===== src/rtl/prq_pkg.sv =====
// ----------------------------------------------------------------------------
// prq_pkg
// Shared types and constants of the priority request queue: operation and
// status codes, priority limits, and the controller/datapath handshake.
// ----------------------------------------------------------------------------
package prq_pkg;

   localparam int PRIO_BITS = 7;
   localparam logic [PRIO_BITS-1:0] PRIORITY_LIMIT = 7'd100;

   // operation codes of a request transaction
   typedef enum logic [1:0] {
      OP_INSERT = 2'd0,
      OP_TOP    = 2'd1,
      OP_CLEAN  = 2'd2
   } op_type;

   // status codes of a response transaction
   typedef enum logic [1:0] {
      STATUS_OK    = 2'd0,
      STATUS_EMPTY = 2'd1,
      STATUS_FULL  = 2'd2
   } status_type;

   // commands from the controller to the datapath
   typedef struct packed {
      logic accept;     // capture the request
      logic refuse;     // mark the insert as refused
      logic ins_start;  // start the insert walk from the tail
      logic ins_step;   // evaluate one entry of the insert walk
      logic ins_put;    // write the new entry and count it
      logic cmp_start;  // start the compaction walk from the head
      logic cmp_step;   // evaluate one entry of the compaction walk
      logic respond;    // load the response register
   } ctl_cmd_type;

   // status from the datapath to the controller
   typedef struct packed {
      logic op_insert;
      logic op_top;
      logic op_clean;
      logic queue_full;
      logic queue_empty;
      logic ins_shift;  // entry under test moves one slot toward the tail
      logic ins_first;  // entry under test is the head slot
      logic cmp_last;   // entry under test is the last held entry
      logic rsp_free;   // response register can take a new transaction
   } dp_stat_type;

endpackage


===== src/rtl/prq_channels.sv =====
// ----------------------------------------------------------------------------
// prq channels
// Valid/ready channel interfaces of the queue: request, response and the
// configuration write port.
// ----------------------------------------------------------------------------
interface prq_req_if #(
   parameter int TIME_BITS = 32,
   parameter int TAG_BITS  = 16
);
   import prq_pkg::*;

   logic                 valid;
   logic                 ready;
   logic [1:0]           operation;
   logic [PRIO_BITS-1:0] node_priority;
   logic [TIME_BITS-1:0] request_timeout;
   logic [TAG_BITS-1:0]  request_tag;
   logic [TIME_BITS-1:0] time_now;

   modport source (output valid, operation, node_priority, request_timeout,
                   request_tag, time_now, input ready);
   modport sink   (input valid, operation, node_priority, request_timeout,
                   request_tag, time_now, output ready);
endinterface

interface prq_rsp_if #(
   parameter int QUEUE_DEPTH = 16,
   parameter int TIME_BITS   = 32,
   parameter int TAG_BITS    = 16
);
   import prq_pkg::*;

   localparam int CW = $clog2(QUEUE_DEPTH + 1);

   logic                 valid;
   logic                 ready;
   logic [1:0]           status;
   logic [TAG_BITS-1:0]  top_tag;
   logic [PRIO_BITS-1:0] top_priority;
   logic [TIME_BITS-1:0] top_timeout;
   logic [CW-1:0]        entry_count;

   modport source (output valid, status, top_tag, top_priority, top_timeout,
                   entry_count, input ready);
   modport sink   (input valid, status, top_tag, top_priority, top_timeout,
                   entry_count, output ready);
endinterface

interface prq_csr_if;
   import prq_pkg::*;

   logic                 valid;
   logic                 ready;
   logic [PRIO_BITS-1:0] data;

   modport source (output valid, data, input ready);
   modport sink   (input valid, data, output ready);
endinterface


===== src/rtl/prq_ram.sv =====
// ----------------------------------------------------------------------------
// prq_ram
// Generic simple dual-port RAM: one write port, one read port with
// registered read data.
// ----------------------------------------------------------------------------
module prq_ram #(
   parameter int WIDTH = 8,
   parameter int DEPTH = 16
) (
   input  logic                     clock,
   input  logic                     wr_en,
   input  logic [$clog2(DEPTH)-1:0] wr_addr,
   input  logic [WIDTH-1:0]         wr_data,
   input  logic [$clog2(DEPTH)-1:0] rd_addr,
   output logic [WIDTH-1:0]         rd_data
);
   logic [WIDTH-1:0] mem_ff [DEPTH];
   logic [WIDTH-1:0] rd_data_ff;

   // write and registered read
   always_ff @(posedge clock) begin
      if (wr_en) begin
         mem_ff[wr_addr] <= wr_data;
      end
      rd_data_ff <= mem_ff[rd_addr];
   end

   assign rd_data = rd_data_ff;

endmodule


===== src/rtl/prq_datapath.sv =====
// ----------------------------------------------------------------------------
// prq_datapath
// Entry store, walk counters, captured request, head capture and the
// response register of the priority request queue.
// ----------------------------------------------------------------------------
module prq_datapath #(
   parameter int QUEUE_DEPTH = 16,
   parameter int TIME_BITS   = 32,
   parameter int TAG_BITS    = 16
) (
   input  logic                          clock,
   input  logic                          reset,
   input  prq_pkg::ctl_cmd_type          cmd,
   output prq_pkg::dp_stat_type          stat,
   // configuration write
   input  logic                          csr_valid,
   input  logic [prq_pkg::PRIO_BITS-1:0] csr_data,
   // request payload
   input  logic [1:0]                    req_operation,
   input  logic [prq_pkg::PRIO_BITS-1:0] req_node_priority,
   input  logic [TIME_BITS-1:0]          req_request_timeout,
   input  logic [TAG_BITS-1:0]           req_request_tag,
   input  logic [TIME_BITS-1:0]          req_time_now,
   // response
   output logic                          rsp_valid,
   input  logic                          rsp_ready,
   output logic [1:0]                    rsp_status,
   output logic [TAG_BITS-1:0]           rsp_top_tag,
   output logic [prq_pkg::PRIO_BITS-1:0] rsp_top_priority,
   output logic [TIME_BITS-1:0]          rsp_top_timeout,
   output logic [$clog2(QUEUE_DEPTH+1)-1:0] rsp_entry_count
);
   import prq_pkg::*;

   localparam int AW = $clog2(QUEUE_DEPTH);
   localparam int CW = $clog2(QUEUE_DEPTH + 1);
   localparam int EW = PRIO_BITS + TIME_BITS + TAG_BITS;

   // configuration and captured request
   logic [PRIO_BITS-1:0] default_prio_ff;
   logic [1:0]           op_ff;
   logic [PRIO_BITS-1:0] prio_ff;
   logic [TIME_BITS-1:0] timeout_ff;
   logic [TAG_BITS-1:0]  tag_ff;
   logic [TIME_BITS-1:0] now_ff;
   logic                 refused_ff;

   // queue state and walk counters
   logic [CW-1:0]        occ_ff;
   logic [AW-1:0]        k_ff;
   logic [CW-1:0]        r_ff;
   logic [CW-1:0]        w_ff;

   // head capture
   logic                 head_found_ff;
   logic [PRIO_BITS-1:0] head_prio_ff;
   logic [TIME_BITS-1:0] head_time_ff;
   logic [TAG_BITS-1:0]  head_tag_ff;

   // response register
   logic                 rsp_valid_ff;
   logic [1:0]           rsp_status_ff;
   logic [TAG_BITS-1:0]  rsp_tag_ff;
   logic [PRIO_BITS-1:0] rsp_prio_ff;
   logic [TIME_BITS-1:0] rsp_time_ff;
   logic [CW-1:0]        rsp_count_ff;

   // store ports
   logic                 wr_en;
   logic [AW-1:0]        wr_addr;
   logic [EW-1:0]        wr_data;
   logic [AW-1:0]        rd_addr;
   logic [EW-1:0]        rd_data;

   logic [PRIO_BITS-1:0] d_prio;
   logic [TIME_BITS-1:0] d_time;
   logic [TAG_BITS-1:0]  d_tag;
   logic [PRIO_BITS-1:0] prio_in;
   logic [CW-1:0]        occ_m1;
   logic                 ins_shift;
   logic                 keep;
   logic                 op_top;

   prq_ram #(
      .WIDTH (EW),
      .DEPTH (QUEUE_DEPTH)
   ) u_store (
      .clock   (clock),
      .wr_en   (wr_en),
      .wr_addr (wr_addr),
      .wr_data (wr_data),
      .rd_addr (rd_addr),
      .rd_data (rd_data)
   );

   // unpack the entry read last cycle
   assign d_prio = rd_data[EW-1 -: PRIO_BITS];
   assign d_time = rd_data[TAG_BITS +: TIME_BITS];
   assign d_tag  = rd_data[TAG_BITS-1:0];

   // resolve out-of-range priority to the clamped default
   always_comb begin
      prio_in = req_node_priority;
      if (req_node_priority > PRIORITY_LIMIT) begin
         prio_in = (default_prio_ff > PRIORITY_LIMIT) ? PRIORITY_LIMIT : default_prio_ff;
      end
   end

   assign op_top    = (op_ff == OP_TOP);
   assign occ_m1    = occ_ff - CW'(1);
   assign ins_shift = (d_prio <= prio_ff);
   // top drops expired entries only ahead of the first survivor
   assign keep      = !((d_time < now_ff) && ((op_ff == OP_CLEAN) || (w_ff == '0)));

   // drive store read and write ports
   always_comb begin
      wr_en   = 1'b0;
      wr_addr = k_ff;
      wr_data = rd_data;
      rd_addr = '0;
      if (cmd.ins_start) begin
         rd_addr = occ_m1[AW-1:0];
      end
      if (cmd.ins_step) begin
         rd_addr = k_ff - AW'(1) - AW'(1);
         if (ins_shift) begin
            wr_en = 1'b1;
         end
      end
      if (cmd.ins_put) begin
         wr_en   = 1'b1;
         wr_data = {prio_ff, timeout_ff, tag_ff};
      end
      if (cmd.cmp_step) begin
         rd_addr = r_ff[AW-1:0];
         if (keep) begin
            wr_en   = 1'b1;
            wr_addr = w_ff[AW-1:0];
         end
      end
   end

   // status to the controller
   always_comb begin
      stat.op_insert   = (op_ff == OP_INSERT);
      stat.op_top      = op_top;
      stat.op_clean    = (op_ff == OP_CLEAN);
      stat.queue_full  = (occ_ff >= CW'(QUEUE_DEPTH));
      stat.queue_empty = (occ_ff == '0);
      stat.ins_shift   = ins_shift;
      stat.ins_first   = (k_ff == AW'(1));
      stat.cmp_last    = (r_ff == occ_ff);
      stat.rsp_free    = !rsp_valid_ff || rsp_ready;
   end

   // control state
   always_ff @(posedge clock) begin
      if (reset) begin
         default_prio_ff <= '0;
         occ_ff          <= '0;
         rsp_valid_ff    <= 1'b0;
      end else begin
         if (csr_valid) begin
            default_prio_ff <= csr_data;
         end
         if (cmd.ins_put) begin
            occ_ff <= occ_ff + CW'(1);
         end
         if (cmd.cmp_step && stat.cmp_last) begin
            occ_ff <= w_ff + CW'(keep);
         end
         if (cmd.respond) begin
            rsp_valid_ff <= 1'b1;
         end else if (rsp_ready) begin
            rsp_valid_ff <= 1'b0;
         end
      end
   end

   // request capture, walk counters, head capture and response payload
   always_ff @(posedge clock) begin
      if (cmd.accept) begin
         op_ff         <= req_operation;
         prio_ff       <= prio_in;
         timeout_ff    <= req_request_timeout;
         tag_ff        <= req_request_tag;
         now_ff        <= req_time_now;
         refused_ff    <= 1'b0;
         head_found_ff <= 1'b0;
      end
      if (cmd.refuse) begin
         refused_ff <= 1'b1;
      end
      if (cmd.ins_start) begin
         k_ff <= occ_ff[AW-1:0];
      end
      if (cmd.ins_step && ins_shift) begin
         k_ff <= k_ff - AW'(1);
      end
      if (cmd.cmp_start) begin
         r_ff <= CW'(1);
         w_ff <= '0;
      end
      if (cmd.cmp_step) begin
         r_ff <= r_ff + CW'(1);
         if (keep) begin
            w_ff <= w_ff + CW'(1);
            if (w_ff == '0) begin
               head_found_ff <= 1'b1;
               head_prio_ff  <= d_prio;
               head_time_ff  <= d_time;
               head_tag_ff   <= d_tag;
            end
         end
      end
      if (cmd.respond) begin
         rsp_count_ff <= occ_ff;
         if (refused_ff) begin
            rsp_status_ff <= STATUS_FULL;
         end else if (op_top && !head_found_ff) begin
            rsp_status_ff <= STATUS_EMPTY;
         end else begin
            rsp_status_ff <= STATUS_OK;
         end
         if (op_top && head_found_ff) begin
            rsp_tag_ff  <= head_tag_ff;
            rsp_prio_ff <= head_prio_ff;
            rsp_time_ff <= head_time_ff;
         end else begin
            rsp_tag_ff  <= '0;
            rsp_prio_ff <= '0;
            rsp_time_ff <= '0;
         end
      end
   end

   assign rsp_valid        = rsp_valid_ff;
   assign rsp_status       = rsp_status_ff;
   assign rsp_top_tag      = rsp_tag_ff;
   assign rsp_top_priority = rsp_prio_ff;
   assign rsp_top_timeout  = rsp_time_ff;
   assign rsp_entry_count  = rsp_count_ff;

endmodule


===== src/rtl/prq_ctrl.sv =====
// ----------------------------------------------------------------------------
// prq_ctrl
// Controller of the priority request queue: accepts a request, runs the
// insert or compaction walk and hands the result to the response register.
// ----------------------------------------------------------------------------
module prq_ctrl (
   input  logic                 clock,
   input  logic                 reset,
   input  logic                 req_valid,
   output logic                 req_ready,
   input  prq_pkg::dp_stat_type stat,
   output prq_pkg::ctl_cmd_type cmd
);
   import prq_pkg::*;

   typedef enum logic [5:0] {
      ST_IDLE     = 6'b000001,
      ST_DISPATCH = 6'b000010,
      ST_INS_WALK = 6'b000100,
      ST_INS_PUT  = 6'b001000,
      ST_CMP_WALK = 6'b010000,
      ST_DONE     = 6'b100000
   } state_type;

   state_type state_ff;
   state_type state_in;

   assign req_ready = (state_ff == ST_IDLE);

   // next state and commands
   always_comb begin
      state_in = state_ff;
      cmd      = '0;
      case (state_ff)
         ST_IDLE: begin
            if (req_valid) begin
               cmd.accept = 1'b1;
               state_in   = ST_DISPATCH;
            end
         end
         ST_DISPATCH: begin
            if (stat.op_insert) begin
               if (stat.queue_full) begin
                  cmd.refuse = 1'b1;
                  state_in   = ST_DONE;
               end else begin
                  cmd.ins_start = 1'b1;
                  state_in      = stat.queue_empty ? ST_INS_PUT : ST_INS_WALK;
               end
            end else if (stat.op_top || stat.op_clean) begin
               if (stat.queue_empty) begin
                  state_in = ST_DONE;
               end else begin
                  cmd.cmp_start = 1'b1;
                  state_in      = ST_CMP_WALK;
               end
            end else begin
               state_in = ST_DONE;
            end
         end
         ST_INS_WALK: begin
            cmd.ins_step = 1'b1;
            if (!stat.ins_shift || stat.ins_first) begin
               state_in = ST_INS_PUT;
            end
         end
         ST_INS_PUT: begin
            cmd.ins_put = 1'b1;
            state_in    = ST_DONE;
         end
         ST_CMP_WALK: begin
            cmd.cmp_step = 1'b1;
            if (stat.cmp_last) begin
               state_in = ST_DONE;
            end
         end
         ST_DONE: begin
            if (stat.rsp_free) begin
               cmd.respond = 1'b1;
               state_in    = ST_IDLE;
            end
         end
         default: begin
            state_in = ST_IDLE;
         end
      endcase
   end

   // hold state
   always_ff @(posedge clock) begin
      if (reset) begin
         state_ff <= ST_IDLE;
      end else begin
         state_ff <= state_in;
      end
   end

endmodule


===== src/rtl/priority_request_queue_expiry_core.sv =====
// ----------------------------------------------------------------------------
// priority_request_queue_expiry_core
// Bounded request queue kept in priority order, with timeout expiry.
// ----------------------------------------------------------------------------
// Usage:
//  req_chan carries one operation per transaction: insert, top (drop expired
//  head entries, then report the head) or clean (drop every expired entry).
//  rsp_chan returns exactly one transaction per request with status, head
//  fields and the entry count after the operation.
//  csr_chan writes default_priority and is always ready; the user must write
//  it only while no request is in flight, as the block does not enforce it.
//  Timing: one request at a time. An insert walks from the tail, moving one
//  entry per cycle through the single write port of the entry RAM. Top and
//  clean run the compaction walk, reading and rewriting one entry per cycle.
//  A refused insert, an empty queue or an unused code skips the walk.
//  Reset empties the queue and clears default_priority; the entry RAM needs
//  no clearing since only held entries are read.
//  A stalled response holds in its output register; the next request is
//  accepted meanwhile and its result waits until the register is free.
// ----------------------------------------------------------------------------
module priority_request_queue_expiry_core #(
   parameter int QUEUE_DEPTH = 16,
   parameter int TIME_BITS   = 32,
   parameter int TAG_BITS    = 16
) (
   input logic        clock,
   input logic        reset,
   prq_req_if.sink    req_chan,
   prq_rsp_if.source  rsp_chan,
   prq_csr_if.sink    csr_chan
);
   import prq_pkg::*;

   ctl_cmd_type cmd;
   dp_stat_type stat;

   // configuration writes are taken at once
   assign csr_chan.ready = 1'b1;

   prq_ctrl u_ctrl (
      .clock     (clock),
      .reset     (reset),
      .req_valid (req_chan.valid),
      .req_ready (req_chan.ready),
      .stat      (stat),
      .cmd       (cmd)
   );

   prq_datapath #(
      .QUEUE_DEPTH (QUEUE_DEPTH),
      .TIME_BITS   (TIME_BITS),
      .TAG_BITS    (TAG_BITS)
   ) u_datapath (
      .clock               (clock),
      .reset               (reset),
      .cmd                 (cmd),
      .stat                (stat),
      .csr_valid           (csr_chan.valid),
      .csr_data            (csr_chan.data),
      .req_operation       (req_chan.operation),
      .req_node_priority   (req_chan.node_priority),
      .req_request_timeout (req_chan.request_timeout),
      .req_request_tag     (req_chan.request_tag),
      .req_time_now        (req_chan.time_now),
      .rsp_valid           (rsp_chan.valid),
      .rsp_ready           (rsp_chan.ready),
      .rsp_status          (rsp_chan.status),
      .rsp_top_tag         (rsp_chan.top_tag),
      .rsp_top_priority    (rsp_chan.top_priority),
      .rsp_top_timeout     (rsp_chan.top_timeout),
      .rsp_entry_count     (rsp_chan.entry_count)
   );

endmodule


===== src/flat_wrapper.sv =====
// flat-port wrapper written by rule: the top's interface ports become plain ports
module priority_request_queue_expiry_core_flat import prq_pkg::*;
#(
   parameter int QUEUE_DEPTH = 16,
   parameter int TIME_BITS   = 32,
   parameter int TAG_BITS    = 16
)
  (clock, reset, req_chan_valid, req_chan_operation, req_chan_node_priority, req_chan_request_timeout, req_chan_request_tag, req_chan_time_now, req_chan_ready, rsp_chan_valid, rsp_chan_status, rsp_chan_top_tag, rsp_chan_top_priority, rsp_chan_top_timeout, rsp_chan_entry_count, rsp_chan_ready, csr_chan_valid, csr_chan_data, csr_chan_ready);
  prq_req_if #(.TIME_BITS(TIME_BITS), .TAG_BITS(TAG_BITS)) req_chan_i ();
  prq_rsp_if #(.QUEUE_DEPTH(QUEUE_DEPTH), .TIME_BITS(TIME_BITS), .TAG_BITS(TAG_BITS)) rsp_chan_i ();
  prq_csr_if csr_chan_i ();
  input logic clock;
  input logic reset;
  input wire logic [$bits(req_chan_i.valid)-1:0] req_chan_valid;
  input wire logic [$bits(req_chan_i.operation)-1:0] req_chan_operation;
  input wire logic [$bits(req_chan_i.node_priority)-1:0] req_chan_node_priority;
  input wire logic [$bits(req_chan_i.request_timeout)-1:0] req_chan_request_timeout;
  input wire logic [$bits(req_chan_i.request_tag)-1:0] req_chan_request_tag;
  input wire logic [$bits(req_chan_i.time_now)-1:0] req_chan_time_now;
  output wire logic [$bits(req_chan_i.ready)-1:0] req_chan_ready;
  output wire logic [$bits(rsp_chan_i.valid)-1:0] rsp_chan_valid;
  output wire logic [$bits(rsp_chan_i.status)-1:0] rsp_chan_status;
  output wire logic [$bits(rsp_chan_i.top_tag)-1:0] rsp_chan_top_tag;
  output wire logic [$bits(rsp_chan_i.top_priority)-1:0] rsp_chan_top_priority;
  output wire logic [$bits(rsp_chan_i.top_timeout)-1:0] rsp_chan_top_timeout;
  output wire logic [$bits(rsp_chan_i.entry_count)-1:0] rsp_chan_entry_count;
  input wire logic [$bits(rsp_chan_i.ready)-1:0] rsp_chan_ready;
  input wire logic [$bits(csr_chan_i.valid)-1:0] csr_chan_valid;
  input wire logic [$bits(csr_chan_i.data)-1:0] csr_chan_data;
  output wire logic [$bits(csr_chan_i.ready)-1:0] csr_chan_ready;
  assign req_chan_i.valid = req_chan_valid;
  assign req_chan_i.operation = req_chan_operation;
  assign req_chan_i.node_priority = req_chan_node_priority;
  assign req_chan_i.request_timeout = req_chan_request_timeout;
  assign req_chan_i.request_tag = req_chan_request_tag;
  assign req_chan_i.time_now = req_chan_time_now;
  assign req_chan_ready = req_chan_i.ready;
  assign rsp_chan_valid = rsp_chan_i.valid;
  assign rsp_chan_status = rsp_chan_i.status;
  assign rsp_chan_top_tag = rsp_chan_i.top_tag;
  assign rsp_chan_top_priority = rsp_chan_i.top_priority;
  assign rsp_chan_top_timeout = rsp_chan_i.top_timeout;
  assign rsp_chan_entry_count = rsp_chan_i.entry_count;
  assign rsp_chan_i.ready = rsp_chan_ready;
  assign csr_chan_i.valid = csr_chan_valid;
  assign csr_chan_i.data = csr_chan_data;
  assign csr_chan_ready = csr_chan_i.ready;
  priority_request_queue_expiry_core #(.QUEUE_DEPTH(QUEUE_DEPTH), .TIME_BITS(TIME_BITS), .TAG_BITS(TAG_BITS)) u_core (.clock(clock), .reset(reset), .req_chan(req_chan_i), .rsp_chan(rsp_chan_i), .csr_chan(csr_chan_i));
endmodule

===== config.mk =====
export PLATFORM = sky130hd
export DESIGN_NAME = priority_request_queue_expiry_core_flat
export DESIGN_NICKNAME = d
export VERILOG_FILES = /design/src/rtl/prq_pkg.sv /design/src/rtl/prq_channels.sv /design/src/rtl/prq_ram.sv /design/src/rtl/prq_datapath.sv /design/src/rtl/prq_ctrl.sv /design/src/rtl/priority_request_queue_expiry_core.sv /design/src/flat_wrapper.sv
export SDC_FILE = /design/constraint.sdc
export NUM_CORES = 1
export LEC_CHECK = 0
export ABC_AREA = 1
export BUFFER_PORTS_ARGS = -buffer_cell sky130_fd_sc_hd__buf_2
export CAP_MARGIN = 40
export CORE_ASPECT_RATIO = 0.5
export CORE_MARGIN = 2
export CORE_UTILIZATION = 45
export CTS_CLUSTER_SIZE = 8
export DETAILED_ROUTE_END_ITERATION = 10
export GPL_TIMING_DRIVEN = 1
export HOLD_SLACK_MARGIN = 0.08
export SLEW_MARGIN = 20
export SYNTH_ARGS = -nofsm -noshare
export SYNTH_HDL_FRONTEND = slang
export SYNTH_SLANG_ARGS = --single-unit

===== constraint.sdc =====
create_clock -name clock -period 5.49 [get_ports clock]
set_input_delay 0.2745 -clock clock [delete_from_list [all_inputs] [get_ports clock]]
set_output_delay 0.2745 -clock clock [all_outputs]
set_load 0.05 [all_outputs]

==> metrics.cfg, run 1 <==
[grt]
grt_util_all_layers = 0.211
grt_pass1_vias = 29600
grt_start_max_net_pins = 158
grt.overflow.total = 0
antenna_found_initial = 0
grt_pass1_wl_um = 176000

[timing]
setup_violations = 0
worst_slew_pin_slew_ns = 0.877
setup_ws_ns = 1.23
period_share = 0.776
setup_tns_ns = 0
max_freq_mhz = 235
rsz0062_at_grt = no
maxSlewHeadroom = 0.415
maxSlewViolCount = 0
fin_skew_ns = 0.0241
hold_viol_final = 0
min_period_ns = 4.26

[die]
core_area_um2 = 105000
pin_count = 166
die_x_um = 466
die-area_um2 = 109000
chipHeight_um = 235
start_util = 0.455
rows = 84

[power]
power.internal_mw = 15.8
swShare = 0.208
p_sw_mw = 4.16
p_clk_frac = 0.467
worst_ir_drop_vdd_uv = 323
p_leak_nw = 21.5
p_seq_frac = 0.499
power_density_nw_per_um2 = 353
power.share.combinational = 0.034

[critical_path]
crit_buf_inv = 2
critPathMaxStageDelay_ns = 0.69
cp_top_family = simple AND/OR/NAND/NOR gates
cp-startpoint = u_core.u_datapath.now_ff[3]
cp_slowest_cell = nor2_4
critical_path_arrival_ns = 4.67
startpoint_type = flop
critPathKind = flop to flop
end_kind = flop
cpMostUsedCell = nand2_1
r2r-start = u_core.u_datapath.now_ff[3]
crit_chain = inv_1 > ha_1 > a21oi_1 > nand2_1 > nand2_1 > nand2_1 > nand2_1 > nand2_1 > nand2_1 > nand3_2 > nand2_1 > nand2_1 > o21ai_0 > nand2_1 > nor2_4 > buf_4
crit_fanout = 20
worst_ep_required_time_ns = 5.90

[final_layout]
fin_util = 0.537
syn2layout_area_growth_pct = 18.0
drive_gt1_frac = 0.102
nNetsFinal = 4555

[synth]
syn-num-nets = 4235
synth_top_area_frac = 0.685
synthesis.area_um2 = 48000
synthTopCellsByCount = edfxtp_1 (1,095), nand2_1 (1,004), inv_1 (585)
yosysMostFrequentCell = edfxtp_1
yosysWarnings = 0
synth_edf_count = 1095
synth_area_leader_cell = edfxtp_1
synthCells = 4084
syn_area_per_cell_um2 = 11.8
synth-seq-area-share = 0.719
async_flop_share = 0
ys_types = 42
synth-seq-cells = 1176
synth_area_leaders = edfxtp_1 (69%), nand2_1 (7.9%), inv_1 (4.6%)
synth_flop_cell = edfxtp_1

[clock_tree]
clkTransAtPathRegs_ns = 0.05
cts_resized = 0
cts.path.max_buffers = 3
clk_latency_ns = 0.76
postCtsSetupBuffers = 0
numClockSinks = 1176
root_buffer = clkbuf_16
cts_made_buffers = 164
cts_max_level = 4
cts_tree = done

[placement]
dp_hpwl_um = 63000
gp_congestion = 0.817
post-place-ws_ns = 1.25
numPortBuffers = 164

[detailed_routing]
drcViolationCount = 0
dr.max_layer_used = met4
vias = 30500
wl_met1_um = 53900
firstDrtPassIters = 6
wl_um = 115000
antenna_left = 0
wl_met2_um = 51500
drt-vias-per-instance = 5.14
first_iter_violations = 3223
wl_met3_um = 7320
post_drt_wl_per_cell_um = 19.4

[worst_hold_path]
hp-start = rsp_chan_ready
min_path_type = primary input to flop

[flow_run]
drv_cap = 0

[run_status]
outcome = completed

## flip-flops by register name, summed over array words and instances, names as in the netlist, 16 cells and up
signal                             cells
u_core.u_datapath.head_time_ff        32
u_core.u_datapath.u_store.mem_ff     880
u_core.u_datapath.head_tag_ff         16
u_core.u_datapath.rsp_top_tag         16
u_core.u_datapath.now_ff              32
u_core.u_datapath.timeout_ff          32
u_core.u_datapath.u_store.rd_data     55
u_core.u_datapath.rsp_top_timeout     32
u_core.u_datapath.tag_ff              16
## stage by stage
step                power (mW)  cells  area (µm²)  hold WS (ns)
finish                    20.0   5939       56600         0.213
global route              20.6   5937       56600         0.204
CTS                       20.1   5936       56600         0.165
detailed placement        10.8   5540       50700         0.418
global placement          10.7   5534       50600         0.411
floorplan                 10.5   4084       48000         0.373
## layout make-up
type                            instances  area, µm²
Sequential cell                      1176      34500
Timing Repair Buffer                  359       3020
Antenna cell                            2       5.00
Multi-Input combinational cell       2112      10400
Tap cell                             1419       1780
Clock inverter                          9        120
Clock buffer                          271       4610
Inverter                              591       2230
Fill cell                            8822      48800
## placed cells by master, fill, tap and decap left out, types with 2 or more instances in the layout
cell           Yosys  final
edfxtp_1        1095   1095
nand2_1         1004   1003
inv_1            585    583
nand3_1          365    365
o21ai_0          302    301
o211ai_1         177    177
clkbuf_16          0    169
buf_2             78    164
dlygate4sd3_1      0    116
clkbuf_1          59    102
nor2_1           117    100
dfxtp_1           81     81
ha_1              50     50
buf_4             33     44
buf_12             0     34
a21oi_1           31     31
nor2_4             3     20
xor2_1            13     13
nand4_1            7      7
xnor2_1            6      6
a31oi_1            6      5
inv_6              0      5
nor3_1             5      5
inv_2              5      4
o31ai_1            4      4
clkinv_8           0      4
nor3b_1            3      3
diode_2            0      2
nand4_2            2      2
o21a_1             2      2
## tightest hold or removal path, cell delays in order
cell and delay [ns]:
buf_2 0.08, nor2_1 0.09, a21oi_1 0.18, nand3_1 0.15, nor3_1 0.15
## cells by family after synthesis
family | synth area share
buffers and inverters | 0.0690
other | 0.0000781
AND/OR/NAND/NOR | 0.131
AO/OA/AOI/OAI | 0.0651
flip-flops | 0.719
adder cells (fa/ha/maj) | 0.0130
XOR/XNOR | 0.00347
## final timing paths
path | to | slack [ns] | depth (start not counted)
worst min register to register | u_core.u_datapath.head_tag_ff[6] | 0.42 | 0
worst max register to register | u_core.u_datapath.u_store.mem_ff[11][17] | 1.23 | 16
worst max-delay path | u_core.u_datapath.u_store.mem_ff[11][17] | 1.23 | 16
worst min-delay path | u_core.u_ctrl.state_ff[3] | 0.21 | 5
## power groups by stage
stage | clock network, mW | logic [mW] | registers (mW)
final | 9.32 | 0.676 | 9.97
after global routing | 9.88 | 0.751 | 9.97
after CTS | 9.50 | 0.681 | 9.97
after detailed placement | 0 | 0.613 | 10.1
after global placement | 0 | 0.593 | 10.1
after floorplan | 0 | 0.335 | 10.2
## metal layers
layer,global-route usage,vias to the layer above
met5,0,-
met4,0.0707,0
met3,0.0351,165
met2,0.322,940
met1,0.307,14800
li1,-,14600
## repair_timing
| action | 4_1_cts | 5_1_grt |
|---|---|---|
| endpoints found under the setup margin | 0 | 0 |
| hold endpoints to repair | 115 | 0 |
| hold buffers | 116 | 0 |
Note: power is estimated with default switching activity, not from simulation.
==> run 2: changes to the inputs <==
clock period = 3.83 ns   (was 5.49 ns; I/O delays follow)
==> metrics.cfg, run 2 (synthesis gave the netlist of run 1 again) <==
[power]
power.internal_mw = 22.7
worst_ir_drop_vdd_uv = 414
total_power_mw = 28.8
p_leak_nw = 21.8
power_density_nw_per_um2 = 504
p_clk_frac = 0.467
power.share.combinational = 0.037
p_sw_mw = 6.10
swShare = 0.212
p_seq_frac = 0.495

[die]
die-area_um2 = 109000
core_area_um2 = 105000
pin_count = 166
chipHeight_um = 235
start_util = 0.455
rows = 84
die_x_um = 466

[timing]
setup_tns_ns = 0
period_share = 0.937
worst_slew_pin_slew_ns = 0.827
fin_skew_ns = 0.0317
max_freq_mhz = 279
hold_viol_final = 0
min_period_ns = 3.59
setup_ws_ns = 0.243
setup_violations = 0
maxSlewHeadroom = 0.447
maxSlewViolCount = 0
rsz0062_at_grt = no

[critical_path]
critical_path_arrival_ns = 3.98
reg2reg_depth = 17
crit_buf_inv = 2
cp_top_family = simple AND/OR/NAND/NOR gates
cpMostUsedCell = nand2_1
cp.depth = 17
critPathKind = flop to flop
critPathMaxStageDelay_ns = 0.35
end_kind = flop
worst_ep_required_time_ns = 4.22
cp_slowest_cell = o21ai_0
startpoint_type = flop
crit_chain = inv_1 > ha_1 > nand2_1 > nand2_1 > nand2_1 > nand2_1 > nand2_1 > nand2_1 > nand2_1 > nand2_1 > nand2_2 > nand3_2 > nand2_2 > o21ai_0 > nand2_2 > nor2_4 > buf_12
crit_fanout = 55

[clock_tree]
clkTransAtPathRegs_ns = 0.05
clk_latency_ns = 0.76
root_buffer = clkbuf_16
numClockSinks = 1176
cts_tree = done
cts_made_buffers = 164
cts_max_level = 4
cts.path.max_buffers = 3

[detailed_routing]
firstDrtPassIters = 5
wl_met2_um = 54400
wl_met3_um = 11200
first_iter_violations = 3525
drcViolationCount = 0
drt-vias-per-instance = 5.26
wl_met1_um = 57800
vias = 31500
antenna_left = 0
wl_um = 125000
dr.max_layer_used = met5
post_drt_wl_per_cell_um = 20.9

[final_layout]
final_cell_mix = edfxtp_1 (1,095), nand2_1 (997), inv_1 (583)
drive_gt1_frac = 0.115
regMostFlops = u_core.u_datapath.u_store.mem_ff
fill_cells = 8744
nNetsFinal = 4611
final_common_cell = edfxtp_1
stdcell_count = 5989
largest_reg_flops = 880
syn2layout_area_growth_pct = 19.2

[grt]
grt_start_max_net_pins = 111
grt_pass1_wl_um = 188000
grt_util_all_layers = 0.228
antenna_found_initial = 4
grt.overflow.total = 0
grt_pass1_vias = 30200

[worst_hold_path]
min_path_type = primary input to flop
min_delay_path_depth = 2

[placement]
numPortBuffers = 164
gp_congestion = 0.850
dp_hpwl_um = 75800
place_inst = 5589
post-place-ws_ns = -0.268

[flow_run]
drv_cap = 0

[run_status]
outcome = completed

## run 2: timing repair
| item | 4_1_cts | 5_1_grt |
|---|---|---|
| hold endpoints to repair | 109 | 0 |
| gates resized for setup | 2 | 16 |
| gates cloned | 0 | 1 |
| endpoints found under the setup margin | 855 | 878 |
| pin swaps | 1 | 0 |
| buffers inserted | 1 | 0 |
| hold buffers | 119 | 0 |
## run 2: worst reg2reg max path, stage by stage (launching register included)
cell      delay [ns]
edfxtp_1        0.32
inv_1           0.04
ha_1            0.27
nand2_1         0.07
nand2_1         0.09
nand2_1         0.07
nand2_1         0.11
nand2_1         0.06
nand2_1         0.14
nand2_1         0.07
nand2_1         0.21
nand2_2         0.17
nand3_2         0.19
nand2_2         0.19
o21ai_0         0.35
nand2_2         0.25
nor2_4          0.18
buf_12          0.27
## run 2: power groups by stage
| stage | Clock (mW) | Combinational, mW | Sequential [mW] |
|---|---|---|---|
| 2_1_floorplan | 0 | 0.483 | 14.6 |
| 3_3_place_gp | 0 | 0.950 | 14.5 |
| 3_5_place_dp | 0 | 0.964 | 14.5 |
| 4_1_cts | 13.7 | 1.07 | 14.3 |
| 5_1_grt | 14.2 | 1.17 | 14.3 |
| 6_report | 13.5 | 1.07 | 14.3 |
## run 2: per-layer routing
metal	GRT usage	vias up
li1	-	14700
met1	0.348	15400
met2	0.334	1240
met3	0.0440	139
met4	0.0577	2
met5	0	-
## run 2: worst paths after layout
check | from | slack (ns) | end
worst max-delay path | u_core.u_datapath.now_ff[1] | 0.24 | u_core.u_datapath.u_store.mem_ff[13][51]
worst min-delay path | req_chan_request_timeout[30] | 0.15 | u_core.u_datapath.timeout_ff[30]
worst max register to register | u_core.u_datapath.now_ff[1] | 0.24 | u_core.u_datapath.u_store.mem_ff[13][51]
worst min register to register | u_core.u_datapath.u_store.rd_data[6] | 0.43 | u_core.u_datapath.head_tag_ff[6]
## run 2: through the flow
stage | utilization | instance area, µm² | hold WS (ns)
after floorplan | - | 48000 | 0.290
after global placement | 0.485 | 51100 | 0.367
after detailed placement | 0.485 | 51200 | 0.370
after CTS | 0.542 | 57100 | 0.0956
after global routing | 0.543 | 57200 | 0.135
final | 0.543 | 57200 | 0.151
## run 2: cell type report
| class | instances | area [µm²] | share of cell area |
|---|---|---|---|
| Sequential cell | 1176 | 34500 | 0.603 |
| Clock inverter | 8 | 111 | 0.00195 |
| Tap cell | 1419 | 1780 | 0.0310 |
| Inverter | 591 | 2230 | 0.0390 |
| Antenna cell | 1 | 2.50 | 0.0000437 |
| Timing Repair Buffer | 415 | 3530 | 0.0617 |
| Multi-Input combinational cell | 2112 | 10400 | 0.182 |
| Clock buffer | 267 | 4640 | 0.0811 |
